**src/design/cul_pkg.sv**
```systemverilog
// cul_pkg: shared types and constants for the combination unranking block
// field widths, status codes, sequencer states and adder unit types
// no dependencies
`default_nettype none

package cul_pkg;

    localparam int RANK_W = 30;
    localparam int SIZE_W = 6;
    localparam int ELEM_W = 5;
    localparam int STAT_W = 2;

    localparam logic [STAT_W-1:0] ST_VALID   = 2'd0;
    localparam logic [STAT_W-1:0] ST_EMPTY   = 2'd1;
    localparam logic [STAT_W-1:0] ST_INVALID = 2'd2;

    typedef enum logic [2:0] {
        S_FILL,
        S_FLUSH,
        S_IDLE,
        S_CHECK,
        S_WALK
    } state_t;

    typedef enum logic {
        ALU_ADD,
        ALU_SUB
    } alu_op_t;

    typedef struct packed {
        logic [RANK_W-1:0] value;
        logic              borrow;
    } alu_res_t;

endpackage

`default_nettype wire

```
**src/design/cul_alu.sv**
```systemverilog
// cul_alu: shared add / subtract unit with borrow out
// depends on cul_pkg
`default_nettype none

module cul_alu
    import cul_pkg::*;
(
    input  wire alu_op_t           op,
    input  wire logic [RANK_W-1:0] opa,
    input  wire logic [RANK_W-1:0] opb,
    output alu_res_t               res
);

    logic [RANK_W:0] sum_ext;

    always_comb
    begin
        case (op)
            ALU_ADD: sum_ext = {1'b0, opa} + {1'b0, opb};
            ALU_SUB: sum_ext = {1'b0, opa} - {1'b0, opb};
            default: sum_ext = '0;
        endcase
        res.value  = sum_ext[RANK_W-1:0];
        res.borrow = sum_ext[RANK_W];
    end

endmodule

`default_nettype wire

```
**config.mk**
```make
export PLATFORM = sky130hd
export DESIGN_NAME = cul_alu
export DESIGN_NICKNAME = d
export VERILOG_FILES = /design/src/design/cul_pkg.sv /design/src/design/cul_alu.sv
export SDC_FILE = /design/constraint.sdc
export NUM_CORES = 1
export LEC_CHECK = 0
export BUFFER_PORTS_ARGS = -buffer_cell sky130_fd_sc_hd__buf_4
export CORE_MARGIN = 3
export CORE_UTILIZATION = 45
export DETAILED_ROUTE_END_ITERATION = 8
export PLACE_DENSITY = 0.79
export SYNTH_ARGS = -nofsm -noshare
export SYNTH_HDL_FRONTEND = slang
export SYNTH_SLANG_ARGS = --single-unit
```
**constraint.sdc**
```tcl
create_clock -name vclk -period 4.1
set_input_delay 0.41 -clock vclk [all_inputs]
set_output_delay 0.41 -clock vclk [all_outputs]
set_load 0.02 [all_outputs]
```
; ---- Yosys cells after proc, flatten, opt, wreduce, memory -nomap -nowiden
; Cells that the tools add are included.
[totals]
register_bits = 0
input_bits = 61
out_inout_bits = 31
elab_cells = 4
[op_classes]
add_sub_neg = 2
mux = 1
bitwise_logic = 1
[ops]
columns = cell, n
row1 = case mux 31 bit (2 select lines), 1
row2 = adder 30 x 30 -> 31 bit, 1
row3 = subtractor 30 x 30 -> 31 bit, 1
row4 = NOT 1 bit, 1

; ---- Depth between registers and ports, before layout
[logic_depth]
word_depth = 2
ltp_mapped = 16
mapped_depth_nobuf = 15

; ---- Worst setup path after synthesis
; No wires, ideal clock.
[synth_timing]
kind = in2out
start = input port opb[15]
end = output port res[0] (netlist bit)
arrival_ns = 3.489
required_time_ns = 3.690
slack_ns = 0.201
path_stages = 16
path_buffers = 1
path_cell_list = nor3_1 -> nand2_1 -> or3_4 -> nor3_2 -> and2_1 -> a21oi_1 -> xnor2_1 -> ha_1 -> clkbuf_4 -> a21o_1 -> a21oi_1 -> o211ai_1 -> a31oi_1 -> a21bo_2 -> a21oi_1 -> xor2_1
[synth_lines]
columns = item, line_no
row1 = from (decl), cul_alu.sv:10  ; input wire logic [RANK_W-1:0] opb,
row2 = to (decl), cul_alu.sv:11  ; output alu_res_t res

==> summary.md <==
| Metric | Value |
|---|---|
| Final hold vios | 0 |
| Vias in the first global route | about 2500 |
| Max_cap viols | 0 |
| Power per cell area | 268 nW/um^2 |
| Drt wl/cell | 13.8 microns |
| Initial drt markers | 157 |
| Clock power frac | 0 |
| Routability congestion estimate from global placement | around 0.9 |
| CP Launch Point | opb[8] |
| Placed cells | 489 |
| P_sw | 463 uW |
| Critical Path End Type | output pin |
| DRT Wirelength | between 6000 and 7000 microns |
| HP Class | input pin to output pin |
| CP max-delay cell | or4_4 |
| Final Core Density | 0.688 |
| Peak Freq | 0.254 GHz |
| Status | finished clean |
| Slew HR | 0.749 |
| HP Start | opb[0] |
| Worst EP required | 3.69 ns |
| Largest net degree at the start of global routing | 31 |
| Antenna violations before repair | 0 |
| Net Sw Frac | 0.555 |
| Yosys top cell area share | 0.177 |
| CP Cell Sequence | buf_4 -> nor3_4 -> nand2b_1 -> or4_4 -> nor2_2 -> nor2_1 -> xnor2_1 -> ha_1 -> a21o_1 -> a21o_1 -> a21oi_1 -> o221ai_1 -> a21o_1 -> a41oi_1 -> xnor2_1 -> buf_4 |
| Area grow syn2layout | 42.0% |
| RSZ-0062 raised after global routing | true |
| DR vias/cell | 5.60 |
| Post-DP HPWL | 5850 microns |
| IO Count | 92 |
| VDD IR max | ~0.00015 V |
| LEAKAGE | between 1 and 1.5 nW |
| Antenna-violating nets left | 0 |
| Top cells by area, synth | ha_1 18%, xnor2_1 17%, a21oi_1 11% |
| Yosys top cell by area | ha_1 |
| Port buffer count | roughly 90 |
| Final slew viol count | 0 |
| Core Box Area | approximately 4500 sq um |
| Gr busiest metal | met2 |
| Final nets | just over 500 |
| Yosys warnings | 0 |
| TNS Setup | 0 ns |
| GR Util All Layers | 0.228 |
| Global-route wire length before repair | 10700 microns |
| FFs & Latches | 0 |
| Top delay family on crit path | compound AO/OA/AOI/OAI gates |
| Cell variety after synth | just under 50 |
| Post-synthesis sequential area ratio | 0 |
| Post-route setup slack | around 0.16 ns |
| Sequential power share | 0 |
| Syn nets | 419 |
| Share of layout cells above drive strength 1 | 0.304 |
| Internal power | 372 uW |
| Initial Util | 0.484 |
| Std-Cell Rows | 24 |
| Vias | between 2000 and 3000 |
| Finished Layout Cells | about 500 |
| Crit path kind | input pin to output pin |
| Clock buf count | 0 |
| ANT cells | 0 |
| Post-CTS Setup Bufs | 0 |
| GRT overflow | 0 |
| Chip width | about 76 microns |
| Avg Cell Area, Syn | around 6.7 sq um |
| Syn Inst Count | about 330 |
| CP dominant cell by count | a21o_1 |
| Place WS | just under 0.07 ns |
| Post_cts resized | 0 |
| Min Tclk post-route | about 3.9 ns |
| CP Buf/Inv Count | 2 |
| Period utilization | 0.960 |
| Die area | about 5800 sq um |
| CP max FO | 5 |
| Die Height | approximately 76 microns |
| WP data arrival | between 3 and 4 ns |
| M1 GR Usage | 0.344 |
| Combinational power share | 1.000 |
| Hold Buf Count CTS | 0 |
| Reg area | 0 sq um |
| Met3 usage | 0.00792 |
| Worst stage delay on the critical path | between 0.4 and 0.5 ns |
| Post-Syn Area | approximately 2200 sq um |
| GRT met2 Usage | 0.367 |
| Worst-margin pin slew | ~0.37 ns |
| Pre-Repair DR Iteration Count | 5 |
| Setup crit start kind | input pin |
| Final setup fails | 0 |
| Residual DRC | 0 |
-- layout make-up --
cell class,count,area (sq um)
fillers,420,1420
inverters,13,48.8
multi-input cells,306,2200
repair buffers,105,788
well taps,65,81.3
-- path summary, 6_finish.rpt --
| kind | endpoint | slack, ns | depth (start not counted) |
|---|---|---|---|
| hold / removal | res[1] | 1.21 | 4 |
| setup / recovery | res[29] | 0.16 | 16 |
-- Yosys cell counts, types with 2 or more instances --
| library cell | n |
|---|---|
| a41oi_1 | 2 |
| nand2_1 | 29 |
| buf_4 | 2 |
| and2_1 | 3 |
| or3_1 | 3 |
| a211oi_1 | 2 |
| o31a_1 | 2 |
| a21oi_1 | 48 |
| clkbuf_1 | 4 |
| xor2_1 | 13 |
| xnor2_1 | 42 |
| o21ai_0 | 17 |
| nor3_2 | 2 |
| nor2_1 | 36 |
| nor2b_1 | 2 |
| nor3_1 | 11 |
| o21ai_1 | 2 |
| o211ai_1 | 2 |
| nand4_1 | 3 |
| nand3_1 | 5 |
| inv_1 | 13 |
| a21o_1 | 11 |
| a31oi_1 | 7 |
| nor4_1 | 2 |
| nand2b_1 | 2 |
| ha_1 | 31 |
| o21a_1 | 7 |
| and3_1 | 2 |
-- placed cells by master, fill, tap and decap left out, types with 2 or more instances in the layout --
cell | Yosys | final
o21ai_1 | 2 | 3
ha_1 | 31 | 31
nor2_1 | 36 | 35
nor2b_1 | 2 | 2
a21oi_1 | 48 | 44
a211oi_1 | 2 | 2
o21a_1 | 7 | 7
nor4_2 | 0 | 2
nand3_1 | 5 | 5
o31a_1 | 2 | 2
o211ai_1 | 2 | 2
buf_4 | 2 | 105
a41oi_1 | 2 | 2
inv_1 | 13 | 13
and2_1 | 3 | 2
a21oi_2 | 0 | 4
and3_1 | 2 | 2
xor2_1 | 13 | 13
nand2b_1 | 2 | 2
a21o_1 | 11 | 11
or3_1 | 3 | 3
nor3_4 | 0 | 2
o21ai_0 | 17 | 16
nor3_1 | 11 | 9
a31oi_1 | 7 | 7
o41ai_2 | 1 | 2
nand2_1 | 29 | 28
nand4_1 | 3 | 3
xnor2_1 | 42 | 42
nor3_2 | 2 | 2
-- power by group through the flow --
| stage | clock network, mW | registers (mW) | logic, mW |
|---|---|---|---|
| 2_1_floorplan | 0 | 0 | 0.511 |
| 3_3_place_gp | 0 | 0 | 0.797 |
| 3_5_place_dp | 0 | 0 | 0.808 |
| 4_1_cts | 0 | 0 | 0.811 |
| 5_1_grt | 0 | 0 | 0.908 |
| 6_report | 0 | 0 | 0.835 |
-- per-stage QoR --
stage          hold slack, ns  power [mW]  cell area, sq um
6_report                 1.21       0.835              3120
5_1_grt                  1.23       0.908              3120
4_1_cts                  1.21       0.811              3030
3_3_place_gp             1.20       0.797              3030
3_5_place_dp             1.21       0.808              3030
2_1_floorplan            1.00       0.511              2200
-- layer usage --
layer | wire length [microns] | vias up
li1 | - | 1384
met1 | 3200 | 1253
met2 | 3140 | 88
met3 | 302 | 12
met4 | 83 | 0
met5 | 0 | -
-- kinds of logic after synthesis --
group / after synthesis / share of synthesized area
simple gates: 108 / 0.240
xor+xnor: 55 / 0.219
fa+ha+maj: 32 / 0.186
mux: 1 / 0.00456
buf+inv: 20 / 0.0393
compound gates: 110 / 0.311
No activity file was read; power rests on OpenSTA's default activity.
